===== src/design/smch_pkg.sv =====
// ----------------------------------------------------------------------------
// smch_pkg
// Shared types and codes for the sparse matrix coalesced hash store.
// ----------------------------------------------------------------------------
package smch_pkg;

	localparam int IDX_W      = 16;
	localparam int VAL_W      = 32;
	localparam int ST_W       = 2;
	localparam int CFG_IDX_W  = 1;
	localparam int CFG_DATA_W = 16;
	localparam int KEY_W      = 33;
	localparam int HCNT_W     = 6;

	localparam logic [ST_W-1:0] STATUS_OK    = 2'd0;
	localparam logic [ST_W-1:0] STATUS_RANGE = 2'd1;
	localparam logic [ST_W-1:0] STATUS_FULL  = 2'd2;

	localparam logic MODE_READ  = 1'b0;
	localparam logic MODE_WRITE = 1'b1;

	localparam logic [CFG_IDX_W-1:0] REG_NUM_ROWS = 1'b0;
	localparam logic [CFG_IDX_W-1:0] REG_NUM_COLS = 1'b1;

	typedef struct packed {
		logic [IDX_W-1:0] row;
		logic [IDX_W-1:0] col;
		logic [VAL_W-1:0] value;
	} slot_data_t;

	typedef struct packed {
		logic             start;
		logic [IDX_W-1:0] row;
		logic [IDX_W-1:0] col;
	} hash_req_t;

	typedef enum logic [1:0] {
		H_IDLE,
		H_MUL,
		H_ADD,
		H_DIV
	} hash_state_t;

	typedef enum logic [4:0] {
		C_CLEAR,
		C_IDLE,
		C_HASH,
		C_MISS,
		C_RESP,
		F_RD,
		F_CHK,
		A_RD,
		A_CHK,
		I_RD,
		I_CHK,
		T_CHK,
		I_LINK,
		I_PUT,
		D_START,
		D_NXT,
		D_SRD,
		D_SCHK,
		D_SHASH,
		D_MOVE,
		D_END,
		D_END2,
		D_END3,
		D_FREE
	} ctrl_state_t;

endpackage


===== src/design/smch_hash.sv =====
// ----------------------------------------------------------------------------
// smch_hash
// Home slot unit: (row * num_cols + col) mod CAPACITY.
// Registered multiply, then a mask, or a restoring remainder one bit a cycle.
// ----------------------------------------------------------------------------
module smch_hash #(
	parameter int CAPACITY = 1024,
	localparam int PW = (CAPACITY > 1) ? $clog2(CAPACITY) : 1
) (
	input  logic                clk,
	input  logic                arst_n,
	input  smch_pkg::hash_req_t hreq,
	input  logic [smch_pkg::IDX_W-1:0] num_cols,
	output logic                done,
	output logic [PW-1:0]       home
);
	import smch_pkg::*;

	localparam bit POW2 = (CAPACITY & (CAPACITY - 1)) == 0;
	localparam logic [PW:0] CAP_W = (PW + 1)'(CAPACITY);

	hash_state_t state_q, state_d;
	logic [IDX_W-1:0]  r_q, c_q, nc_q;
	logic [2*IDX_W-1:0] prod_q;
	logic [KEY_W-1:0]  key_q, sum;
	logic [PW-1:0]     rem_q;
	logic [PW:0]       shifted, reduced;
	logic [HCNT_W-1:0] cnt_q;
	logic              done_q;
	logic [PW-1:0]     home_q;

	assign sum     = {1'b0, prod_q} + KEY_W'(c_q);
	assign shifted = {rem_q, key_q[KEY_W-1]};
	assign reduced = (shifted >= CAP_W) ? shifted - CAP_W : shifted;
	assign done    = done_q;
	assign home    = home_q;

	always_ff @(posedge clk or negedge arst_n) begin
		if (!arst_n) begin
			state_q <= H_IDLE;
			done_q  <= 1'b0;
		end else begin
			state_q <= state_d;
			done_q  <= (state_q == H_ADD && POW2) ||
				(state_q == H_DIV && cnt_q == '0);
		end
	end

	always_comb begin
		state_d = state_q;
		unique case (state_q)
			H_IDLE: if (hreq.start) state_d = H_MUL;
			H_MUL:  state_d = H_ADD;
			H_ADD:  state_d = POW2 ? H_IDLE : H_DIV;
			H_DIV:  if (cnt_q == '0) state_d = H_IDLE;
			default: state_d = H_IDLE;
		endcase
	end

	always_ff @(posedge clk) begin
		case (state_q)
			H_IDLE: begin
				r_q  <= hreq.row;
				c_q  <= hreq.col;
				nc_q <= num_cols;
			end
			H_MUL: prod_q <= r_q * nc_q;
			H_ADD: begin
				key_q  <= sum;
				rem_q  <= '0;
				cnt_q  <= HCNT_W'(KEY_W - 1);
				home_q <= sum[PW-1:0];
			end
			H_DIV: begin
				key_q  <= key_q << 1;
				rem_q  <= reduced[PW-1:0];
				cnt_q  <= cnt_q - 1'b1;
				home_q <= reduced[PW-1:0];
			end
			default: ;
		endcase
	end

endmodule


===== config.mk =====
export PLATFORM = sky130hd
export DESIGN_NAME = smch_hash
export DESIGN_NICKNAME = d
export VERILOG_FILES = /design/src/design/smch_pkg.sv /design/src/design/smch_hash.sv
export SDC_FILE = /design/constraint.sdc
export NUM_CORES = 1
export LEC_CHECK = 0
export CORE_UTILIZATION = 49
export DETAILED_ROUTE_END_ITERATION = 10
export DONT_BUFFER_PORTS = 1
export PLACE_DENSITY = 0.63
export SETUP_SLACK_MARGIN = 0.1
export SLEW_MARGIN = 20
export SYNTH_ARGS = -nofsm -noshare
export SYNTH_HDL_FRONTEND = slang
export SYNTH_SLANG_ARGS = --single-unit

===== constraint.sdc =====
create_clock -name clk -period 7 [get_ports clk]
set_clock_uncertainty 0.05 [all_clocks]
set_input_delay 1.4 -clock clk [delete_from_list [all_inputs] [get_ports clk]]
set_output_delay 1.4 -clock clk [all_outputs]
set_load 0.005 [all_outputs]

==> metrics, run 1 <==
setup_tns=0 ns; Port Buffers=0; nets@finish=1785; Gate Count Post-Synth=approximately 1400; die height=about 170 um; GRT Total Usage=0.2106; Final WS setup=between 0.4 and 0.5 ns; Post-Route WL=roughly 31000 um; Synth Area per Inst=between 10 and 15 um2; min cycle time layout=approximately 6.5 ns; Reg clk slew, reported paths=approximately 0.06 ns; io pins=62; Max Cap Violations=0; fin. max-slew vios=0; status=finished clean; Worst Path Max Fanout=16; crit-path max cell delay=roughly 0.63 ns; drt drc=0; share of layout cells above drive strength 1=0.05105; Crit Path Class=flop to flop; library cells used by synthesis=between 50 and 60; worst min path class=flop to flop; WP data arrival=about 6.7 ns; routed via count=9519; Post-synth top cells=240 x inv_1, 219 x nand2_1, 195 x fa_1; CTS H-tree depth=4; Antenna Violating Nets Remaining=0; count leader, synth=inv_1; initial antenna violation count=0; met3 Use GR=0.03806; GR Util met2=0.3365; clk_lat worst skew=between 0.4 and 0.5 ns; synth top area cells=edfxtp_1 29%, fa_1 27%, ha_1 11%; Post-CTS Hold Buffers=0; WL/cell=between 15 and 20 um; Clock Root Buffer=clkbuf_16; RSZ-0062 raised after global routing=false; period utilisation layout=0.9313; Finished Cell Area=roughly 16000 um2; global-route wire length before repair=~50000 um; Initial Utilization=0.5017; Num CTS Buffers=17; Via density=between 5 and 6; post-CTS setup buffers=0; Slowest-stage cell, CP=edfxtp_1; Post-Place Worst Slack=between 0.4 and 0.5 ns; CTS tree=yes; met1 Track Usage GR=0.3015; Critical Path RT=7.13 ns; Seq cells post-synth=roughly 140; Core Area=28860 um2; global route total overflow=0; die width=roughly 170 um; Clock Tree Buf Depth=2; # resized after CTS=0; syn nets=roughly 1800; Placed Instance Area=15000 um2; P&R area growth vs syn=7.665%; RD Place Congestion=~0.88; Most Crowded Layer GR=met2; DP HPWL=approximately 24000 um; vias in the first global route=around 10000; Fin. Hold Viols=0; Core Util, Final=0.5402; clock sink count=around 140; most used cell along the critical path=fa_1; Mapped Area=between 10000 and 15000 um2; Pre-antenna DRT Iters=5; Max-Slew Margin vs Limit=0.3334; EDFF count, synth=about 140; Slew @ Worst Pin=~1 ns; CP cell instances=and2_1 > fa_1 > inv_1 > fa_1 > inv_1 > fa_1 > fa_1 > fa_1 > inv_1 > fa_1 > inv_1 > ha_1 > a21o_1 > and4_1 > or4_1 > nor3b_1 > a311oi_1 > a21oi_1 > xor2_1; # diodes=0; CP Launch Type=flop; Synth area leader=edfxtp_1; sequential element share of the synthesized area=0.2914; Die ar.=between 30000 and 40000 um2; yosys warns=0; largest net degree at the start of global routing=a little under 70; leading register cell type out of synthesis=edfxtp_1; initial drt markers=775; fmax=153.4 MHz; setup violators final=0; Rows=62; top-area cell type share of the netlist area=0.2862; ys async rst share=0.02128; endpoint class of the critical path=flop
## worst max-delay path: cells and delay by family (launching register included)
family / cells / cell delay [ns]
compound gates: 3 / 0.67
xor+xnor: 1 / 0.15
fa+ha+maj: 7 / 3.41
buf+inv: 4 / 0.20
flops: 1 / 0.63
simple gates: 4 / 1.14
## logic make-up after synthesis
group           after synthesis  synth area share
flops                       141            0.2914
mux                           2          0.001383
xor+xnor                     53           0.03206
compound gates              160           0.07224
buf+inv                     292           0.07579
simple gates                455            0.1521
fa+ha+maj                   317            0.3750
## cells in the final DEF, fill, tap and decap left out, types with 19 or more instances in the layout
master    count
a21o_1       26
fa_1        195
and2_1      119
o21ai_0      32
nand3_1      19
ha_1        122
buf_4        30
inv_1       240
a21oi_1      50
nor2_1       31
xnor2_1      36
nand2_1     219
edfxtp_1    138
## final timing paths
path	startpoint	end	slack, ns	cells past startpoint
worst min register to register	key_q[31]	key_q[32]	0.47	2
worst min-delay path	key_q[31]	key_q[32]	0.47	2
worst max-delay path	r_q[9]	prod_q[30]	0.48	19
max in group asynchronous	arst_n	state_q[1]	6.21	0
min in group asynchronous	arst_n	state_q[1]	0.61	0
worst max register to register	r_q[9]	prod_q[30]	0.48	19
## stage by stage
step | hold slack [ns] | std cells
after floorplan | 0.4336 | 1420
after CTS | 0.4759 | 1814
after global routing | 0.4907 | 1814
after global placement | 0.4412 | 1782
final | 0.4740 | 1814
after detailed placement | 0.4586 | 1782
## registers in the layout, indices dropped and copies added, names as in the netlist
register and count:
state_q 2, done 1, rem_q 9, r_q 16
nc_q 16, home 10, prod_q 32, c_q 16
cnt_q 6, key_q 33
## layer usage
metal  vias up  part of all wire
met2       254              0.46
li1       4561                 -
met1      4673              0.48
met5         -                 0
met3        31             0.043
met4         0             0.012
## area by class of cell
| cell class | count | area [um2] |
|---|---|---|
| inverter | 240 | 900.9 |
| timing repair buffer | 30 | 225.2 |
| clock inverter | 14 | 158.9 |
| tap | 384 | 480.5 |
| clock buffer | 18 | 429.2 |
| multi-input combinational | 987 | 9174 |
| fill | 2551 | 13270 |
| sequential | 141 | 4220 |
Power of run 1 is not shown: default switching activity piles up to over one toggle a cycle in this logic, so the estimate is an artifact.
==> run 2, diff against run 1 <==
--- a/config.mk
+++ b/config.mk
@@ -5,10 +5,12 @@
 export SDC_FILE = /design/constraint.sdc
 export NUM_CORES = 1
 export LEC_CHECK = 0
-export CORE_UTILIZATION = 49
+export CELL_PAD_IN_SITES_DETAIL_PLACEMENT = 2
+export CELL_PAD_IN_SITES_GLOBAL_PLACEMENT = 2
+export CORE_UTILIZATION = 44
 export DETAILED_ROUTE_END_ITERATION = 10
 export DONT_BUFFER_PORTS = 1
-export PLACE_DENSITY = 0.63
+export PLACE_DENSITY = 0.82
 export SETUP_SLACK_MARGIN = 0.1
 export SLEW_MARGIN = 20
 export SYNTH_ARGS = -nofsm -noshare
==> metrics, run 2 (synthesis results as in run 1) <==
WP data arrival=7.08 ns (was 6.65 ns); Max Cap Violations=0 (unchanged); clock sink count=141 (unchanged); Largest regs=key_q x33, prod_q x32 (unchanged); max reg flops=33 (unchanged); CTS H-tree depth=4 (unchanged); Crit Path Class=flop to flop (unchanged); largest net degree at the start of global routing=69 (unchanged); dpl cells=1841 (was 1782); nets@finish=1817 (was 1785); fin cells=1906 (was 1814); Port Buffers=0 (unchanged); Die ar.=33640 um2 (was 30240 um2); RD Place Congestion=0.8324 (was 0.8764); initial drt markers=745 (was 775); initial antenna violation count=1 (was 0); CP Launch Type=flop (unchanged); routed via count=10730 (was 9519); Critical Path RT=7.16 ns (was 7.13 ns); most used cell along the critical path=fa_1 (unchanged); commonest non-fill, non-tap cell in the layout=inv_1 (unchanged); Num CTS Buffers=17 (unchanged); Worst Path Buf+Inv=4 (unchanged); GRT Total Usage=0.2841 (was 0.2106); Clock Root Buffer=clkbuf_16 (unchanged); global route total overflow=0 (unchanged); status=finished clean (unchanged); Post-Place Worst Slack=0.2561 ns (was 0.4939 ns); crit-path max cell delay=0.73 ns (was 0.63 ns); Pre-antenna DRT Iters=5 (unchanged); global-route wire length before repair=70540 um (was 50100 um); clk_lat worst skew=0.46 ns (was 0.44 ns); Fin. Hold Viols=0 (unchanged); share of layout cells above drive strength 1=0.07182 (was 0.05105); P&R area growth vs syn=9.670% (was 7.665%); endpoint class of the critical path=flop (unchanged); drt drc=0 (unchanged); die height=183.4 um (was 173.9 um); hold path depth=2 (unchanged); WL/cell=26.59 um (was 16.82 um); worst min path class=flop to flop (unchanged); Final WS setup=0.08107 ns (was 0.4806 ns); Core Area=32450 um2 (was 28860 um2); Max-Slew Margin vs Limit=0.4370 (was 0.3334); Worst Path Max Fanout=13 (was 16); hold_ws=0.4805 ns (was 0.4740 ns); die width=183.4 um (was 173.9 um); vias in the first global route=12030 (was 9784); Reg clk slew, reported paths=0.07 ns (was 0.06 ns); WP depth=20 (was 19); Slew @ Worst Pin=0.8445 ns (was 0.9998 ns); Initial Utilization=0.4461 (was 0.5017); setup violators final=0 (unchanged); commonest cells after routing, fill and taps aside=240 x inv_1, 219 x nand2_1, 195 x fa_1, 138 x edfxtp_1, 122 x ha_1 (unchanged); Top delay family on crit path=adder cells (unchanged); Clock Tree Buf Depth=2 (unchanged); Rows=66 (was 62); fmax=144.5 MHz (was 153.4 MHz); Post-Route WL=50670 um (was 30520 um); DP HPWL=33890 um (was 23930 um); Biggest register=key_q (unchanged); Post-CTS Hold Buffers=0 (unchanged); min cycle time layout=6.919 ns (was 6.519 ns); Slowest-stage cell, CP=edfxtp_1 (unchanged); Via density=5.631 (was 5.248); fin. max-slew vios=0 (unchanged); Antenna Violating Nets Remaining=0 (unchanged); period utilisation layout=0.9884 (was 0.9313); CTS tree=yes (unchanged); io pins=62 (unchanged); CP cell instances=buf_4 > nand2_1 > fa_1 > fa_1 > fa_1 > fa_1 > inv_1 > fa_1 > inv_1 > fa_1 > inv_1 > ha_1 > nand2_1 > o21a_1 > o21a_1 > o31ai_1 > a221o_1 > a311oi_2 > o21ai_1 > xor2_1 (was and2_1 > fa_1 > inv_1 > fa_1 > inv_1 > fa_1 > fa_1 > fa_1 > inv_1 > fa_1 > inv_1 > ha_1 > a21o_1 > and4_1 > or4_1 > nor3b_1 > a311oi_1 > a21oi_1 > xor2_1); R2R depth=20 (was 19)
==> run 2: final timing paths <==
path	startpoint	end	slack, ns
worst max-delay path	nc_q[3]	prod_q[29]	0.08
worst min-delay path	key_q[27]	key_q[28]	0.48
worst max register to register	nc_q[3]	prod_q[29]	0.08
worst min register to register	key_q[27]	key_q[28]	0.48
max in group asynchronous	arst_n	state_q[1]	6.24
min in group asynchronous	arst_n	state_q[1]	0.58
==> run 2: per-stage QoR <==
stage	util	instance area (um2)	setup TNS [ns]
detailed placement	0.4647	15080	0
global placement	0.4647	15080	0
floorplan	-	14480	0
finish	0.4893	15880	0
global route	0.4893	15880	-0.09017
CTS	0.4826	15660	0
==> run 2: worst register-to-register path: cells and delay by family, from the launching register on <==
kind / cells / cell delay, ns
DFF: 1 / 0.73
buffers and inverters: 4 / 0.44
adders and majority gates: 7 / 3.62
xor gates and xnor gates: 1 / 0.15
and+or+nand+nor: 2 / 0.28
AOI/OAI and AO/OA: 6 / 1.40
==> run 2: layer usage <==
metal	track usage	part of all wire	routed length, um	vias to the layer above
li1	-	-	-	4616
met1	0.3411	0.39	19800	5600
met2	0.5068	0.52	26260	362
met3	0.04369	0.041	2084	154
met4	0.1160	0.050	2528	0
met5	0	0	0	-
==> run 2: final cells by class <==
| type | instances | area (um2) |
|---|---|---|
| inverter | 240 | 900.9 |
| antenna | 2 | 5.005 |
| fill | 3324 | 16570 |
| timing repair buffer | 62 | 465.4 |
| clock buffer | 17 | 425.4 |
| sequential | 141 | 4220 |
| tap | 442 | 553.0 |
| multi-input combinational | 987 | 9175 |
| clock inverter | 15 | 133.9 |
==> run 2: repair_timing <==
| item | 4_1_cts | 5_1_grt |
|---|---|---|
| pin swaps | 0 | 1 |
| setup endpoints to repair | 1 | 6 |
| gates resized for setup | 0 | 1 |
| setup buffers | 3 | 28 |
Power of run 2 is left out for the same reason.
==> run 3, diff against run 2 <==
--- a/config.mk
+++ b/config.mk
@@ -7,10 +7,10 @@
 export LEC_CHECK = 0
 export CELL_PAD_IN_SITES_DETAIL_PLACEMENT = 2
 export CELL_PAD_IN_SITES_GLOBAL_PLACEMENT = 2
-export CORE_UTILIZATION = 44
+export CORE_UTILIZATION = 47
 export DETAILED_ROUTE_END_ITERATION = 10
 export DONT_BUFFER_PORTS = 1
-export PLACE_DENSITY = 0.82
+export PLACE_DENSITY = 0.87
 export SETUP_SLACK_MARGIN = 0.1
 export SLEW_MARGIN = 20
 export SYNTH_ARGS = -nofsm -noshare
==> constraint.sdc (replaced) <==
create_clock -name clk -period 8.6 [get_ports clk]
set_clock_uncertainty 0.05 [all_clocks]
set_input_delay 1.72 -clock clk [delete_from_list [all_inputs] [get_ports clk]]
set_output_delay 1.72 -clock clk [all_outputs]
set_load 0.005 [all_outputs]
==> metrics, run 3 (synthesis results as in run 1) <==
setup_tns=0 ns (unchanged); fin cells=1796 (was 1906); routed via count=10580 (was 10730); RD Place Congestion=0.8469 (was 0.8324); Pre-antenna DRT Iters=5 (unchanged); Reg clk slew, reported paths=0.07 ns (about the same); Post-Place Worst Slack=1.661 ns (was 0.2561 ns); Rows=63 (was 66); Antenna Violating Nets Remaining=0 (unchanged); initial antenna violation count=2 (was 1); global route total overflow=0 (unchanged); fin. max-slew vios=0 (unchanged); fmax=137.5 MHz (was 144.5 MHz); status=finished clean (unchanged); setup violators final=0 (unchanged); post-CTS setup buffers=0 (was 3); initial drt markers=656 (was 745); Max-Slew Margin vs Limit=0.2954 (was 0.4370); io pins=62 (unchanged); routed wl met2=25970 um (was 26260 um); WL met3=2059 um (was 2084 um); P&R area growth vs syn=6.257% (was 9.670%); CP Launch Type=flop (unchanged); clock sink count=141 (unchanged); Worst Path Buf+Inv=4 (unchanged); r2r startpoint=r_q[7] (was nc_q[3]); Via density=5.893 (was 5.631); Fin. Hold Viols=0 (unchanged); dpl cells=1763 (was 1841); Worst Path Max Fanout=16 (was 13); Num CTS Buffers=17 (unchanged); RSZ-0062 raised after global routing=false; Final WS setup=1.330 ns (was 0.08107 ns); crit-path max cell delay=0.69 ns (was 0.73 ns); Top delay family on crit path=adder cells (unchanged); clk_lat worst skew=0.46 ns (about the same); CTS tree=yes (unchanged); Largest regs=key_q x33, prod_q x32 (unchanged); Clock Root Buffer=clkbuf_16 (unchanged); Crit Path Class=flop to flop (unchanged); WP data arrival=7.49 ns (was 7.08 ns); wl on met1=19430 um (was 19800 um); nets@finish=1760 (was 1817); Post-CTS Hold Buffers=0 (unchanged); Post-Route WL=49440 um (was 50670 um); min cycle time layout=7.270 ns (was 6.919 ns); commonest cells after routing, fill and taps aside=240 x inv_1, 219 x nand2_1, 195 x fa_1, 138 x edfxtp_1, 122 x ha_1 (unchanged); Port Buffers=0 (unchanged); Filler cells=3085 (was 3324); endpoint class of the critical path=flop (unchanged); Clock Tree Buf Depth=2 (unchanged); largest net degree at the start of global routing=69 (unchanged); CP cell instances=and2_1 > fa_1 > inv_1 > fa_1 > fa_1 > inv_1 > fa_1 > fa_1 > inv_1 > fa_1 > inv_1 > ha_1 > a21oi_1 > nor2_1 > or3_1 > a31oi_1 > o31ai_2 > mux2i_1 > a2111oi_2 (was buf_4 > nand2_1 > fa_1 > fa_1 > fa_1 > fa_1 > inv_1 > fa_1 > inv_1 > fa_1 > inv_1 > ha_1 > nand2_1 > o21a_1 > o21a_1 > o31ai_1 > a221o_1 > a311oi_2 > o21ai_1 > xor2_1); most used cell along the critical path=fa_1 (unchanged); worst hold start=key_q[27] (unchanged); die height=177.5 um (was 183.4 um); worst min path class=flop to flop (unchanged); Initial Utilization=0.4834 (was 0.4461); CTS H-tree depth=4 (unchanged); # resized after CTS=0 (unchanged); period utilisation layout=0.8454 (was 0.9884); die width=177.5 um (was 183.4 um); drt drc=0 (unchanged); DP HPWL=36340 um (was 33890 um); Biggest register=key_q (unchanged); Slowest-stage cell, CP=edfxtp_1 (unchanged); Die ar.=31510 um2 (was 33640 um2); vias in the first global route=12190 (was 12030); WL/cell=27.53 um (was 26.59 um); share of layout cells above drive strength 1=0.03345 (was 0.07182); Slew @ Worst Pin=1.057 ns (was 0.8445 ns); Setup crit start=r_q[7] (was nc_q[3]); commonest non-fill, non-tap cell in the layout=inv_1 (unchanged); Core Util, Final=0.5136 (was 0.4893); max reg flops=33 (unchanged); GRT Total Usage=0.3322 (was 0.2841); Max Cap Violations=0 (unchanged); Critical Path RT=8.82 ns (was 7.16 ns); Core Area=29950 um2 (was 32450 um2); Top Layer Used=met5 (was met4); global-route wire length before repair=76030 um (was 70540 um)
[run 3: tightest hold or removal path, stage by stage, from the launching register on]
cell	delay, ns
edfxtp_1	0.32
nand2_1	0.04
o21ai_0	0.06
[run 3: final timing paths]
path                                    to  slack, ns  depth (start not counted)
worst min register to register   key_q[28]       0.49                          2
worst min-delay path             key_q[28]       0.49                          2
max in group asynchronous       state_q[1]       7.52                          0
worst max-delay path            prod_q[28]       1.33                         19
min in group asynchronous       state_q[0]       0.90                          0
worst max register to register  prod_q[28]       1.33                         19
[run 3: layer usage]
layer  vias to the layer above  track usage
met3                       137      0.04927
li1                       4510            -
met5                         -            0
met2                       372       0.5985
met1                      5562       0.3923
met4                         2       0.1417
[run 3: cell type report]
| type | instances | area (um2) | share of cell area |
|---|---|---|---|
| multi-input combinational | 987 | 9174 | 0.5963 |
| antenna | 1 | 2.502 | 0.0001627 |
| clock inverter | 14 | 132.6 | 0.008621 |
| timing repair buffer | 5 | 37.54 | 0.002440 |
| inverter | 240 | 900.9 | 0.05856 |
| clock buffer | 18 | 429.2 | 0.02790 |
| tap | 390 | 488.0 | 0.03172 |
| sequential | 141 | 4220 | 0.2743 |
[run 3: stage by stage]
stage	instance area, um2	hold WS [ns]
finish	15380	0.4856
global route	15380	0.5236
CTS	15380	0.4894
detailed placement	14820	0.4638
global placement	14820	0.4494
floorplan	14480	0.4336
Power of run 3 is left out for the same reason.
