### config.mk
export PLATFORM = sky130hd
export DESIGN_NAME = smch_ctrl_flat
export DESIGN_NICKNAME = d
export VERILOG_FILES = /design/src/design/smch_pkg.sv /design/src/design/smch_ifs.sv /design/src/design/smch_ctrl.sv /design/src/flat_wrapper.sv
export SDC_FILE = /design/constraint.sdc
export NUM_CORES = 1
export LEC_CHECK = 0
export BUFFER_PORTS_ARGS = -buffer_cell sky130_fd_sc_hd__buf_4
export CORE_MARGIN = 8
export CORE_UTILIZATION = 25
export CTS_CLUSTER_DIAMETER = 60
export DETAILED_ROUTE_END_ITERATION = 7
export MAX_ROUTING_LAYER = met4
export SYNTH_ARGS = -nofsm -noshare
export SYNTH_HDL_FRONTEND = slang
export SYNTH_SLANG_ARGS = --single-unit
### constraint.sdc
create_clock -name clk -period 18 [get_ports clk]
set_input_delay 1.8 -clock clk [delete_from_list [all_inputs] [get_ports clk]]
set_output_delay 1.8 -clock clk [all_outputs]
set_load 0.01 [all_outputs]
### src/design/smch_pkg.sv
// ----------------------------------------------------------------------------
// smch_pkg
// Shared types and codes for the sparse matrix coalesced hash store.
// ----------------------------------------------------------------------------
package smch_pkg;

	localparam int IDX_W      = 16;
	localparam int VAL_W      = 32;
	localparam int ST_W       = 2;
	localparam int CFG_IDX_W  = 1;
	localparam int CFG_DATA_W = 16;
	localparam int KEY_W      = 33;
	localparam int HCNT_W     = 6;

	localparam logic [ST_W-1:0] STATUS_OK    = 2'd0;
	localparam logic [ST_W-1:0] STATUS_RANGE = 2'd1;
	localparam logic [ST_W-1:0] STATUS_FULL  = 2'd2;

	localparam logic MODE_READ  = 1'b0;
	localparam logic MODE_WRITE = 1'b1;

	localparam logic [CFG_IDX_W-1:0] REG_NUM_ROWS = 1'b0;
	localparam logic [CFG_IDX_W-1:0] REG_NUM_COLS = 1'b1;

	typedef struct packed {
		logic [IDX_W-1:0] row;
		logic [IDX_W-1:0] col;
		logic [VAL_W-1:0] value;
	} slot_data_t;

	typedef struct packed {
		logic             start;
		logic [IDX_W-1:0] row;
		logic [IDX_W-1:0] col;
	} hash_req_t;

	typedef enum logic [1:0] {
		H_IDLE,
		H_MUL,
		H_ADD,
		H_DIV
	} hash_state_t;

	typedef enum logic [4:0] {
		C_CLEAR,
		C_IDLE,
		C_HASH,
		C_MISS,
		C_RESP,
		F_RD,
		F_CHK,
		A_RD,
		A_CHK,
		I_RD,
		I_CHK,
		T_CHK,
		I_LINK,
		I_PUT,
		D_START,
		D_NXT,
		D_SRD,
		D_SCHK,
		D_SHASH,
		D_MOVE,
		D_END,
		D_END2,
		D_END3,
		D_FREE
	} ctrl_state_t;

endpackage

### src/design/smch_ifs.sv
// ----------------------------------------------------------------------------
// smch_ifs
// Valid/ready channels: request, response and register write.
// ----------------------------------------------------------------------------
interface smch_req_if;
	import smch_pkg::*;
	logic                    valid;
	logic                    ready;
	logic                    mode;
	logic [IDX_W-1:0]        row;
	logic [IDX_W-1:0]        col;
	logic signed [VAL_W-1:0] value;
	modport source (output valid, mode, row, col, value, input ready);
	modport sink (input valid, mode, row, col, value, output ready);
endinterface

interface smch_rsp_if;
	import smch_pkg::*;
	logic                    valid;
	logic                    ready;
	logic signed [VAL_W-1:0] result_value;
	logic [ST_W-1:0]         status;
	modport source (output valid, result_value, status, input ready);
	modport sink (input valid, result_value, status, output ready);
endinterface


### src/design/smch_ctrl.sv
// ----------------------------------------------------------------------------
// smch_ctrl
// Sequencer: chain walk, free-slot scan, insert with tail link, delete with
// hole relink, clearing pass after reset, and the response register.
// ----------------------------------------------------------------------------
module smch_ctrl #(
	parameter int CAPACITY = 1024,
	localparam int PW = (CAPACITY > 1) ? $clog2(CAPACITY) : 1,
	localparam int LW = PW + 1
) (
	input  logic                 clk,
	input  logic                 arst_n,
	smch_req_if.sink             req,
	smch_rsp_if.source           rsp,
	input  logic [smch_pkg::IDX_W-1:0] num_rows,
	input  logic [smch_pkg::IDX_W-1:0] num_cols,
	output smch_pkg::hash_req_t  hreq,
	input  logic                 h_done,
	input  logic [PW-1:0]        h_home,
	output logic [PW-1:0]        rd_addr,
	input  logic [LW:0]          meta_rdata,
	input  smch_pkg::slot_data_t data_rdata,
	output logic                 meta_we,
	output logic [PW-1:0]        meta_waddr,
	output logic [LW:0]          meta_wdata,
	output logic                 data_we,
	output logic [PW-1:0]        data_waddr,
	output smch_pkg::slot_data_t data_wdata
);
	import smch_pkg::*;

	localparam logic [LW-1:0] CAP_L  = LW'(CAPACITY);
	localparam logic [LW-1:0] NULL_L = '1;
	localparam logic [PW-1:0] LAST   = PW'(CAPACITY - 1);

	ctrl_state_t state_q, state_d;
	logic [PW-1:0] clr_q, clr_d;
	logic [LW-1:0] ff_q, ff_d;
	logic          ov_q, ov_d;

	logic             mode_q, mode_d;
	logic [IDX_W-1:0] row_q, row_d, col_q, col_d;
	logic [VAL_W-1:0] val_q, val_d, old_q, old_d;
	logic [LW-1:0]    cur_q, cur_d, prev_q, prev_d, p_q, p_d, pp_q, pp_d;
	logic [LW-1:0]    cnt_q, cnt_d, round_q, round_d, nxt_q, nxt_d;
	logic [PW-1:0]    home_q, home_d;
	logic             post_q, post_d, lnk_q, lnk_d, tv_q, tv_d;
	slot_data_t       dp_q, dp_d;
	logic [VAL_W-1:0] res_val_q, res_val_d, ores_q, ores_d;
	logic [ST_W-1:0]  res_st_q, res_st_d, ost_q, ost_d;

	logic          mv;
	logic [LW-1:0] mnext;

	assign mv    = meta_rdata[LW];
	assign mnext = meta_rdata[LW-1:0];

	assign rsp.valid        = ov_q;
	assign rsp.result_value = ores_q;
	assign rsp.status       = ost_q;

	always_ff @(posedge clk or negedge arst_n) begin
		if (!arst_n) begin
			state_q <= C_CLEAR;
			clr_q   <= '0;
			ff_q    <= '0;
			ov_q    <= 1'b0;
		end else begin
			state_q <= state_d;
			clr_q   <= clr_d;
			ff_q    <= ff_d;
			ov_q    <= ov_d;
		end
	end

	always_ff @(posedge clk) begin
		mode_q    <= mode_d;
		row_q     <= row_d;
		col_q     <= col_d;
		val_q     <= val_d;
		old_q     <= old_d;
		cur_q     <= cur_d;
		prev_q    <= prev_d;
		p_q       <= p_d;
		pp_q      <= pp_d;
		cnt_q     <= cnt_d;
		round_q   <= round_d;
		nxt_q     <= nxt_d;
		home_q    <= home_d;
		post_q    <= post_d;
		lnk_q     <= lnk_d;
		tv_q      <= tv_d;
		dp_q      <= dp_d;
		res_val_q <= res_val_d;
		res_st_q  <= res_st_d;
		ores_q    <= ores_d;
		ost_q     <= ost_d;
	end

	always_comb begin
		state_d   = state_q;
		clr_d     = clr_q;
		ff_d      = ff_q;
		ov_d      = ov_q & ~rsp.ready;
		mode_d    = mode_q;
		row_d     = row_q;
		col_d     = col_q;
		val_d     = val_q;
		old_d     = old_q;
		cur_d     = cur_q;
		prev_d    = prev_q;
		p_d       = p_q;
		pp_d      = pp_q;
		cnt_d     = cnt_q;
		round_d   = round_q;
		nxt_d     = nxt_q;
		home_d    = home_q;
		post_d    = post_q;
		lnk_d     = lnk_q;
		tv_d      = tv_q;
		dp_d      = dp_q;
		res_val_d = res_val_q;
		res_st_d  = res_st_q;
		ores_d    = ores_q;
		ost_d     = ost_q;
		req.ready  = 1'b0;
		hreq       = '0;
		rd_addr    = '0;
		meta_we    = 1'b0;
		meta_waddr = '0;
		meta_wdata = '0;
		data_we    = 1'b0;
		data_waddr = '0;
		data_wdata = '0;

		unique case (state_q)
			C_CLEAR: begin
				meta_we    = 1'b1;
				meta_waddr = clr_q;
				meta_wdata = {1'b0, NULL_L};
				clr_d      = clr_q + 1'b1;
				if (clr_q == LAST) state_d = C_IDLE;
			end
			C_IDLE: begin
				req.ready = 1'b1;
				if (req.valid) begin
					mode_d = req.mode;
					row_d  = req.row;
					col_d  = req.col;
					val_d  = req.value;
					if (req.row >= num_rows || req.col >= num_cols) begin
						res_val_d = '0;
						res_st_d  = STATUS_RANGE;
						state_d   = C_RESP;
					end else begin
						hreq.start = 1'b1;
						hreq.row   = req.row;
						hreq.col   = req.col;
						state_d    = C_HASH;
					end
				end
			end
			C_HASH: begin
				if (h_done) begin
					home_d  = h_home;
					cur_d   = {1'b0, h_home};
					prev_d  = NULL_L;
					cnt_d   = '0;
					state_d = F_RD;
				end
			end
			F_RD: begin
				if (cnt_q >= CAP_L) begin
					state_d = C_MISS;
				end else begin
					rd_addr = cur_q[PW-1:0];
					cnt_d   = cnt_q + 1'b1;
					state_d = F_CHK;
				end
			end
			F_CHK: begin
				if (mv && data_rdata.row == row_q && data_rdata.col == col_q) begin
					old_d     = data_rdata.value;
					res_val_d = data_rdata.value;
					res_st_d  = STATUS_OK;
					if (mode_q == MODE_READ) begin
						state_d = C_RESP;
					end else if (val_q != '0) begin
						data_we    = 1'b1;
						data_waddr = cur_q[PW-1:0];
						data_wdata = '{row: row_q, col: col_q, value: val_q};
						state_d    = C_RESP;
					end else begin
						round_d = '0;
						state_d = D_START;
					end
				end else if (mnext >= CAP_L) begin
					state_d = C_MISS;
				end else begin
					prev_d  = cur_q;
					cur_d   = mnext;
					state_d = F_RD;
				end
			end
			C_MISS: begin
				res_val_d = '0;
				res_st_d  = STATUS_OK;
				if (mode_q == MODE_WRITE && val_q != '0) begin
					post_d  = 1'b0;
					state_d = A_RD;
				end else begin
					state_d = C_RESP;
				end
			end
			A_RD: begin
				if (ff_q >= CAP_L) begin
					res_val_d = '0;
					res_st_d  = post_q ? STATUS_OK : STATUS_FULL;
					state_d   = C_RESP;
				end else begin
					rd_addr = ff_q[PW-1:0];
					state_d = A_CHK;
				end
			end
			A_CHK: begin
				if (mv) begin
					ff_d    = ff_q + 1'b1;
					state_d = A_RD;
				end else if (post_q) begin
					res_val_d = '0;
					res_st_d  = STATUS_OK;
					state_d   = C_RESP;
				end else begin
					state_d = I_RD;
				end
			end
			I_RD: begin
				rd_addr = home_q;
				cur_d   = {1'b0, home_q};
				cnt_d   = '0;
				state_d = I_CHK;
			end
			I_CHK, T_CHK: begin
				// home free: insert there; otherwise follow links to the tail
				if (state_q == I_CHK && !mv) begin
					lnk_d   = 1'b0;
					state_d = I_PUT;
				end else if (cnt_q >= CAP_L || mnext >= CAP_L) begin
					tv_d    = mv;
					state_d = I_LINK;
				end else begin
					cur_d   = mnext;
					cnt_d   = cnt_q + 1'b1;
					rd_addr = mnext[PW-1:0];
					state_d = T_CHK;
				end
			end
			I_LINK: begin
				meta_we    = 1'b1;
				meta_waddr = cur_q[PW-1:0];
				meta_wdata = {tv_q, ff_q};
				lnk_d      = 1'b1;
				state_d    = I_PUT;
			end
			I_PUT: begin
				meta_we    = 1'b1;
				data_we    = 1'b1;
				meta_waddr = lnk_q ? ff_q[PW-1:0] : home_q;
				data_waddr = meta_waddr;
				// a stale tail may be the free slot itself: keep its new self link
				meta_wdata = {1'b1, (lnk_q && cur_q == ff_q) ? ff_q : NULL_L};
				data_wdata = '{row: row_q, col: col_q, value: val_q};
				post_d     = 1'b1;
				state_d    = A_RD;
			end
			D_START: begin
				if (round_q >= CAP_L) begin
					state_d = D_END;
				end else begin
					rd_addr = cur_q[PW-1:0];
					state_d = D_NXT;
				end
			end
			D_NXT: begin
				p_d     = mnext;
				pp_d    = cur_q;
				cnt_d   = '0;
				state_d = D_SRD;
			end
			D_SRD: begin
				if (p_q >= CAP_L || cnt_q >= CAP_L) begin
					state_d = D_END;
				end else begin
					rd_addr = p_q[PW-1:0];
					state_d = D_SCHK;
				end
			end
			D_SCHK: begin
				dp_d  = data_rdata;
				nxt_d = mnext;
				if (mv) begin
					hreq.start = 1'b1;
					hreq.row   = data_rdata.row;
					hreq.col   = data_rdata.col;
					state_d    = D_SHASH;
				end else begin
					pp_d    = p_q;
					p_d     = mnext;
					cnt_d   = cnt_q + 1'b1;
					state_d = D_SRD;
				end
			end
			D_SHASH: begin
				if (h_done) begin
					if ({1'b0, h_home} == cur_q) begin
						state_d = D_MOVE;
					end else begin
						pp_d    = p_q;
						p_d     = nxt_q;
						cnt_d   = cnt_q + 1'b1;
						state_d = D_SRD;
					end
				end
			end
			D_MOVE: begin
				// member that hashes to the hole moves in; its old slot is the new hole
				data_we    = 1'b1;
				data_waddr = cur_q[PW-1:0];
				data_wdata = dp_q;
				prev_d     = pp_q;
				cur_d      = p_q;
				round_d    = round_q + 1'b1;
				state_d    = D_START;
			end
			D_END: begin
				rd_addr = cur_q[PW-1:0];
				state_d = D_END2;
			end
			D_END2: begin
				nxt_d = mnext;
				if (prev_q >= CAP_L) begin
					state_d = D_FREE;
				end else begin
					rd_addr = prev_q[PW-1:0];
					state_d = D_END3;
				end
			end
			D_END3: begin
				meta_we    = 1'b1;
				meta_waddr = prev_q[PW-1:0];
				meta_wdata = {mv, nxt_q};
				state_d    = D_FREE;
			end
			D_FREE: begin
				meta_we    = 1'b1;
				meta_waddr = cur_q[PW-1:0];
				meta_wdata = {1'b0, NULL_L};
				if (ff_q > cur_q) ff_d = cur_q;
				res_val_d = old_q;
				res_st_d  = STATUS_OK;
				state_d   = C_RESP;
			end
			C_RESP: begin
				if (!ov_q || rsp.ready) begin
					ov_d    = 1'b1;
					ores_d  = res_val_q;
					ost_d   = res_st_q;
					state_d = C_IDLE;
				end
			end
			default: state_d = C_IDLE;
		endcase
	end

endmodule

### src/flat_wrapper.sv
// flat-port wrapper written by rule: the top's interface ports become plain ports
module smch_ctrl_flat import smch_pkg::*;
#(
	parameter int CAPACITY = 1024,
	localparam int PW = (CAPACITY > 1) ? $clog2(CAPACITY) : 1,
	localparam int LW = PW + 1
)
  (clk, arst_n, num_rows, num_cols, hreq, h_done, h_home, rd_addr, meta_rdata, data_rdata, meta_we, meta_waddr, meta_wdata, data_we, data_waddr, data_wdata, req_valid, req_mode, req_row, req_col, req_value, req_ready, rsp_valid, rsp_result_value, rsp_status, rsp_ready);
  smch_req_if req_i ();
  smch_rsp_if rsp_i ();
  input  logic clk;
  input  logic arst_n;
  input  logic [smch_pkg::IDX_W-1:0] num_rows;
  input  logic [smch_pkg::IDX_W-1:0] num_cols;
  output smch_pkg::hash_req_t hreq;
  input  logic h_done;
  input  logic [PW-1:0] h_home;
  output logic [PW-1:0] rd_addr;
  input  logic [LW:0] meta_rdata;
  input  smch_pkg::slot_data_t data_rdata;
  output logic meta_we;
  output logic [PW-1:0] meta_waddr;
  output logic [LW:0] meta_wdata;
  output logic data_we;
  output logic [PW-1:0] data_waddr;
  output smch_pkg::slot_data_t data_wdata;
  input wire logic [$bits(req_i.valid)-1:0] req_valid;
  input wire logic [$bits(req_i.mode)-1:0] req_mode;
  input wire logic [$bits(req_i.row)-1:0] req_row;
  input wire logic [$bits(req_i.col)-1:0] req_col;
  input wire logic [$bits(req_i.value)-1:0] req_value;
  output wire logic [$bits(req_i.ready)-1:0] req_ready;
  output wire logic [$bits(rsp_i.valid)-1:0] rsp_valid;
  output wire logic [$bits(rsp_i.result_value)-1:0] rsp_result_value;
  output wire logic [$bits(rsp_i.status)-1:0] rsp_status;
  input wire logic [$bits(rsp_i.ready)-1:0] rsp_ready;
  assign req_i.valid = req_valid;
  assign req_i.mode = req_mode;
  assign req_i.row = req_row;
  assign req_i.col = req_col;
  assign req_i.value = req_value;
  assign req_ready = req_i.ready;
  assign rsp_valid = rsp_i.valid;
  assign rsp_result_value = rsp_i.result_value;
  assign rsp_status = rsp_i.status;
  assign rsp_i.ready = rsp_ready;
  smch_ctrl #(.CAPACITY(CAPACITY)) u_core (.clk(clk), .arst_n(arst_n), .req(req_i), .rsp(rsp_i), .num_rows(num_rows), .num_cols(num_cols), .hreq(hreq), .h_done(h_done), .h_home(h_home), .rd_addr(rd_addr), .meta_rdata(meta_rdata), .data_rdata(data_rdata), .meta_we(meta_we), .meta_waddr(meta_waddr), .meta_wdata(meta_wdata), .data_we(data_we), .data_waddr(data_waddr), .data_wdata(data_wdata));
endmodule
==> results of run 1 <==
-- kinds of logic (layout without fill, tap and decap cells) --
group | Yosys count | in the layout | share of synthesized area, %
AO/OA/AOI/OAI | 351 | 351 | 16.12
flip-flops | 346 | 346 | 61.48
AND/OR/NAND/NOR | 331 | 331 | 9.849
buffers and inverters | 141 | 525 | 3.556
XOR/XNOR | 71 | 71 | 3.728
adder cells (fa/ha/maj) | 50 | 50 | 3.751
multiplexers | 23 | 23 | 1.515
other | 0 | 4 | 0
-- worst register-to-register path, stage by stage, from the launching register on --
cell	delay [ns]
dfrtp_1	0.71
nor2_1	0.64
nand2_1	0.20
inv_1	0.15
and2_4	0.83
o21ai_0	0.44
a211oi_4	0.33
buf_4	0.43
-- worst paths after layout --
check | slack, ns | cells past startpoint | to | from
worst max-delay path | 10.93 | 10 | data_wdata[56] | data_rdata[38]
max in group asynchronous | 16.51 | 1 | u_core.ff_q[10] | arst_n
worst min-delay path | 0.41 | 0 | u_core.rsp.result_value[17] | u_core.res_val_q[17]
min in group asynchronous | 1.14 | 1 | u_core.clr_q[1] | arst_n
worst min register to register | 0.41 | 0 | u_core.rsp.result_value[17] | u_core.res_val_q[17]
worst max register to register | 13.90 | 7 | u_core.res_val_q[3] | u_core.state_q[1]
-- synthesized netlist by cell type, types with 3 or more instances --
cell       instances
nor2_1            77
or4_1              3
a22o_1           131
nand2_1           92
and2_1             3
a22oi_1           28
mux2i_1            5
o21a_1             4
a221o_1           15
nand3_1           44
buf_2              6
a21oi_1           33
o21ai_0           47
xnor2_1           46
edfxtp_1         319
and4_1             4
a211oi_1          10
o22a_1             4
a222oi_1          20
a31oi_1           17
dfrtp_1           27
nor4_1            16
nand2b_1          11
a2bb2oi_1          4
buf_6              7
nand4_1           23
ha_1              50
or3_1              3
inv_1             59
and3_1            12
nor2b_1            8
xor2_1            25
buf_1              5
mux2_2            18
clkbuf_1          62
a32oi_1            5
o22ai_1           11
a21o_1             4
nor3_1            20
-- state kept, by name (all words and copies together) (netlist names), 16 cells and up --
register	cells
u_core.old_q	32
u_core.row_q	16
u_core.dp_q	64
u_core.col_q	16
u_core.res_val_q	32
u_core.val_q	32
u_core.rsp.result_value	32
-- cell type report --
type                            instances  area, um^2
Multi-Input combinational cell        826        5912
Timing Repair Buffer                  384        2883
Sequential cell                       346       10250
Clock buffer                           52        1131
Inverter                               60       225.2
Tap cell                              864        1081
Antenna cell                            4       10.01
Clock inverter                         29       294.0
Fill cell                            6583       44070
-- where the power goes --
part | internal (W) | leakage, nW | switching (W)
combinational | 0.000108 | 4.28 | 0.000141
clock | 0.000490 | 0.678 | 0.000373
sequential | 0.000913 | 3.22 | 0.0000268
total | 0.00151 | 8.18 | 0.000540
-- routing by layer --
metal	vias up	part of all wire (%)	wire, um
met5	-	0	0
met4	0	3.4	2052
met3	129	8.0	4847
met2	627	49	29570
met1	6445	40	24080
li1	5838	-	-
-- placed cells by master (no fill, tap or decap), types with 11 or more instances in the layout --
cell type | netlist | layout
and3_1 | 12 | 11
a222oi_1 | 20 | 20
nand2_1 | 92 | 92
a31oi_1 | 17 | 17
buf_4 | 1 | 384
xor2_1 | 25 | 25
a21oi_1 | 33 | 33
mux2_2 | 18 | 18
nand2b_1 | 11 | 11
nor3_1 | 20 | 17
edfxtp_1 | 319 | 319
nand4_1 | 23 | 23
a221o_1 | 15 | 15
dfrtp_1 | 27 | 27
a22o_1 | 131 | 131
ha_1 | 50 | 50
nor4_1 | 16 | 12
a22oi_1 | 28 | 28
inv_1 | 59 | 59
xnor2_1 | 46 | 46
nand3_1 | 44 | 44
o22ai_1 | 11 | 11
clkbuf_16 | 0 | 44
nor2_1 | 77 | 76
o21ai_0 | 47 | 46
-- through the flow --
step                      setup slack [ns]  std cells  area, um^2  hold WS [ns]  total power, W
after floorplan                      9.792       1313       16680        0.4003        0.001066
after detailed placement             10.87       2480       20360        0.4045        0.001206
final                                10.93       2565       21790        0.4134        0.002051
after CTS                            10.87       2561       21780        0.4111        0.002078
after global routing                 10.76       2564       21790        0.4183        0.002130
after global placement               10.99       2480       20360        0.4005        0.001203
==> metrics.md, run 1 <==
| Metric | Value |
|---|---|
| Run status | `finished clean` |
| Via count | `13.04k` |
| Post-synth cell types | `69` |
| Cells after synthesis | `1313` |
| Worst slew pin tran | `1.301 ns` |
| Crit path kind | `in -> out` |
| Post-Route WL | `60.54 mm` |
| Die height | `274.3 um` |
| Pwr Density | `94.13 nW/um^2` |
| Met2 Use GR | `25.88%` |
| Die area | `75240 um^2` |
| Crit path cell chain | `buf_4 -> xnor2_1 -> nand4_1 -> or4_4 -> nor4b_4 -> buf_4 -> a21o_2 -> buf_4 -> a22o_1 -> buf_4` |
| Root Buffer | `clkbuf_16` |
| Post-CTS Setup Bufs | `0` |
| CTS resizes | `0` |
| CP max-delay cell | `or4_4` |
| Vias per cell | `5.083` |
| Largest fanout on the critical path | `50` |
| Synth Register Bits | `346` |
| Hold Path Class | `reg -> reg` |
| Yosys top cell by area | `edfxtp_1` |
| CP startpoint kind | `input port` |
| Top cell type's share of synthesized area | `57.43%` |
| Clk_lat worst skew | `0.59 ns` |
| Area delta synth->final | `30.64%` |
| First-pass GRT wire length | `87.95 mm` |
| RSZ-0062 raised after global routing | `no` |
| CP max stage delay | `0.58 ns` |
| Most used routing layer | `met2` |
| Cell mode on critical path | `buf_4` |
| Clk buf depth | `3` |
| Seq/Total Area, Yosys | `61.48%` |
| CTS tree | `done` |
| CP bufs+invs | `4` |
| Number of global-route vias before repair | `13.31k` |
| # IOs | `365` |
| Avg WL per Cell | `23.60 um` |
| Fmax | `141.4 MHz` |
| DR pass1 iterations | `8` |
| Leakage | `8.180 nW` |
| Routed Antenna Nets | `0` |
| Critical path data required time | `16.20 ns` |
| Final Cycle Share | `39.30%` |
| Initial antenna violation count | `3` |
| # DRC | `0` |
| Initial core utilization | `25.32%` |
| Syn Nets | `1551` |
| Maxcap violations | `0` |
| Largest net degree at the start of global routing | `68` |
| Mapped cell area | `16680 um^2` |
| EDFF count, synth | `319` |
| Synth Flop Type | `edfxtp_1` |
| Aggregate global-route resource usage | `15.77%` |
| Htree depth | `2` |
| Post-DP HPWL | `44.74 mm` |
| Crit path max-delay family | `buffers and inverters` |
| Peak VDD IR | `0.06311 mV` |
| Initial DRC count | `1156` |
| Placement Rows | `94` |
| Nets | `1900` |
| Clock slew at reported path FFs | `0.06 ns` |
| Slew HR | `13.27%` |
| Fraction of registers with async set or reset after synthesis | `7.803%` |
| Routability congestion estimate | `0.9273` |
| Top post-synthesis cells by area | `edfxtp_1 57%, a22o_1 6.9%, dfrtp_1 4.1%` |
| Syn_area_per_cell | `12.70 um^2` |
| YS warnings | `0` |
| Crit path capture type | `primary output` |
| Global routing met3 resource utilization | `3.641%` |
| Core area | `65860 um^2` |
| Final Slew Violations | `0` |
| Skew final | `0.04869 ns` |
| Final-report setup violation count | `0` |
| Clock Sinks | `346` |
| Final Core Density | `33.09%` |
| Die width | `274.3 um` |
| CP arrival | `5.27 ns` |
| Number of buffers created by CTS | `44` |
| CTS Hold Buffers Added | `0` |
| Minimum clock period | `7.073 ns` |
| Setup Total Neg Slack | `0 ns` |
| Fraction of layout cells with a size suffix above 1 | `29.05%` |
| Port Buffer Count | `364` |
| Met1 Use GR | `18.90%` |
| Fin. Hold Viols | `0` |
| Overflow after GRT | `0` |
(Power assumes the default switching activity.)
==> run 2: changes to the inputs <==
- clock period: 18 -> 6.4 ns (I/O delays scaled with it)
==> run 2 against run 1 <==
Largest power group unchanged. Sequential share of layout area fell by 0.054 points. Non-clock buffer count rose by 4. Register-to-register slack got worse by 11 ns. Critical path type is now reg -> out. Routed wire length rose by 0.50%. Critical path depth fell by 3. Hold slack got worse by 0.20 ns. Power rose to 2.8 times the previous value. Clock skew rose by 0.015 ns.
==> metrics.md, run 2 (synthesis gave the netlist of run 1 again) <==
| Metric | Value |
|---|---|
| Htree depth | `2` |
| Clock slew at reported path FFs | `0.06 ns` |
| Peak VDD IR | `0.1478 mV` |
| Area delta synth->final | `30.79%` |
| Largest net degree at the start of global routing | `66` |
| Max FFs per register | `64` |
| Final Slew Violations | `0` |
| Most frequent cells in the layout | `387 x buf_4, 319 x edfxtp_1, 131 x a22o_1` |
| Critical path data required time | `5.76 ns` |
| Maxcap violations | `0` |
| Clk_lat worst skew | `0.60 ns` |
| Crit path cell chain | `nor2b_1 -> nand3_1 -> nor4b_4 -> a21o_2 -> buf_4 -> a22o_1 -> buf_4` |
| Slew HR | `13.69%` |
| CP bufs+invs | `2` |
| CP arrival | `4.65 ns` |
| Clk pwr share | `42.1%` |
| Number of buffers created by CTS | `44` |
| Hold slack | `0.2159 ns` |
| CTS tree | `done` |
| Seq pwr share | `45.6%` |
| First-pass GRT wire length | `89.16 mm` |
| Die height | `274.3 um` |
| Minimum clock period | `5.293 ns` |
| Fmax | `188.9 MHz` |
| Setup Total Neg Slack | `0 ns` |
| DR pass1 iterations | `8` |
| Fin. Hold Viols | `0` |
| Sw Pwr | `0.001508 W` |
| Number of global-route vias before repair | `13.17k` |
| Net Sw Frac | `26.09%` |
| # IOs | `365` |
| Comb power frac | `12.2%` |
| Crit path kind | `reg -> out` |
| Initial core utilization | `25.32%` |
| Final-report setup violation count | `0` |
| Post-CTS Setup Bufs | `0` |
| Worst slew pin tran | `1.288 ns` |
| Aggregate global-route resource usage | `15.96%` |
| Overflow after GRT | `0` |
| Clk buf depth | `3` |
| Biggest register | `u_core.dp_q` |
| Multi-input combinational cell area | `5913 um^2` |
| Leakage | `8.206 nW` |
| Final Core Density | `33.12%` |
| Routed Antenna Nets | `0` |
| Run status | `finished clean` |
| Placement Rows | `94` |
| Seq. cell area | `10250 um^2` |
| Nets | `1904` |
| Via count | `12.98k` |
| Internal power component | `0.004271 W` |
| Clock Sinks | `346` |
| Vias per cell | `5.061` |
| Port Buffer Count | `364` |
| Post-Route WL | `60.85 mm` |
| Commonest non-fill, non-tap cell in the layout | `buf_4` |
| Fillers | `6556` |
| Hold Path Class | `in -> reg` |
| Core area | `65860 um^2` |
| Crit path capture type | `primary output` |
| Skew final | `0.06409 ns` |
| Routability congestion estimate | `0.9176` |
| Die area | `75240 um^2` |
| Crit path max-delay family | `simple AND/OR/NAND/NOR gates` |
| Cell mode on critical path | `buf_4` |
| Die width | `274.3 um` |
| Initial antenna violation count | `3` |
| # DRC | `0` |
| CP max-delay cell | `a21o_2` |
| Final Cycle Share | `82.71%` |
| Largest fanout on the critical path | `52` |
| Root Buffer | `clkbuf_16` |
| RSZ-0062 raised after global routing | `no` |
| Avg WL per Cell | `23.73 um` |
| Pwr Density | `264.9 nW/um^2` |
| Fraction of layout cells with a size suffix above 1 | `28.99%` |
| CP startpoint kind | `register` |
| Post-DP HPWL | `45.22 mm` |
| CTS resizes | `0` |
| Initial DRC count | `1297` |
| CP max stage delay | `0.93 ns` |
-- run 2: cell count changes in the layout (fill, tap and decap cells not counted) --
cell | before | now
clkinv_16 | 1 | 2
clkinvlp_4 | 5 | 2
nor3_2 | 3 | 1
clkbuf_1 | 8 | 3
nor3_4 | 0 | 1
clkinv_8 | 2 | 0
dlygate4sd3_1 | 0 | 1
clkinv_1 | 6 | 10
clkinv_2 | 5 | 7
nor3_1 | 17 | 18
clkinv_4 | 3 | 1
diode_2 | 4 | 3
bufinv_16 | 2 | 3
buf_4 | 384 | 387
-- run 2: metal layers --
layer	GRT usage, %	part of all wire (%)
met5	-	0
met4	4.465	2.7
met3	2.971	7.2
met2	26.51	50
met1	19.80	41
-- run 2: area by class of cell --
cell class              count  share of cell area (%)
flip-flops and latches    346                   47.01
multi-input cells         826                   27.10
clock buffers              47                   5.099
well taps                 864                   4.955
inverters                  60                   1.032
repair buffers            388                   13.36
diodes                      3                 0.03441
clock inverters            30                   1.405
-- run 2: power by group through the flow --
stage	combinational (W)	clock [W]	sequential (W)
after floorplan	0.000339	0	0.00266
after global placement	0.000708	0	0.00268
after detailed placement	0.000717	0	0.00268
after CTS	0.000719	0.00250	0.00264
after global routing	0.000768	0.00258	0.00265
final	0.000707	0.00244	0.00264
-- run 2: stage by stage --
step / setup WS (ns) / cells / cell area (um^2) / power (W)
global route: 0.7917 / 2564 / 21820 / 0.005999
detailed placement: 1.760 / 2483 / 20380 / 0.003397
global placement: 1.857 / 2483 / 20380 / 0.003386
floorplan: 0.2819 / 1313 / 16680 / 0.002999
finish: 1.107 / 2564 / 21820 / 0.005779
CTS: 1.090 / 2561 / 21810 / 0.005857
-- run 2: path summary, 6_finish.rpt --
kind | to | slack, ns | depth (start not counted) | start
setup reg to reg | u_core.round_q[4] | 2.61 | 5 | u_core.state_q[1]
max in group asynchronous | u_core.ff_q[5] | 5.53 | 2 | arst_n
setup / recovery | data_wdata[12] | 1.11 | 7 | u_core.state_q[1]
hold reg to reg | u_core.rsp.result_value[4] | 0.42 | 0 | u_core.res_val_q[4]
hold / removal | u_core.val_q[20] | 0.22 | 1 | req_value[20]
min in group asynchronous | u_core.ff_q[9] | 0.54 | 2 | arst_n
-- run 2: repair_timing --
item                                   CTS  global route
endpoints found under the hold margin    7             0
hold buffers                             1             0
setup endpoints to repair                0             0
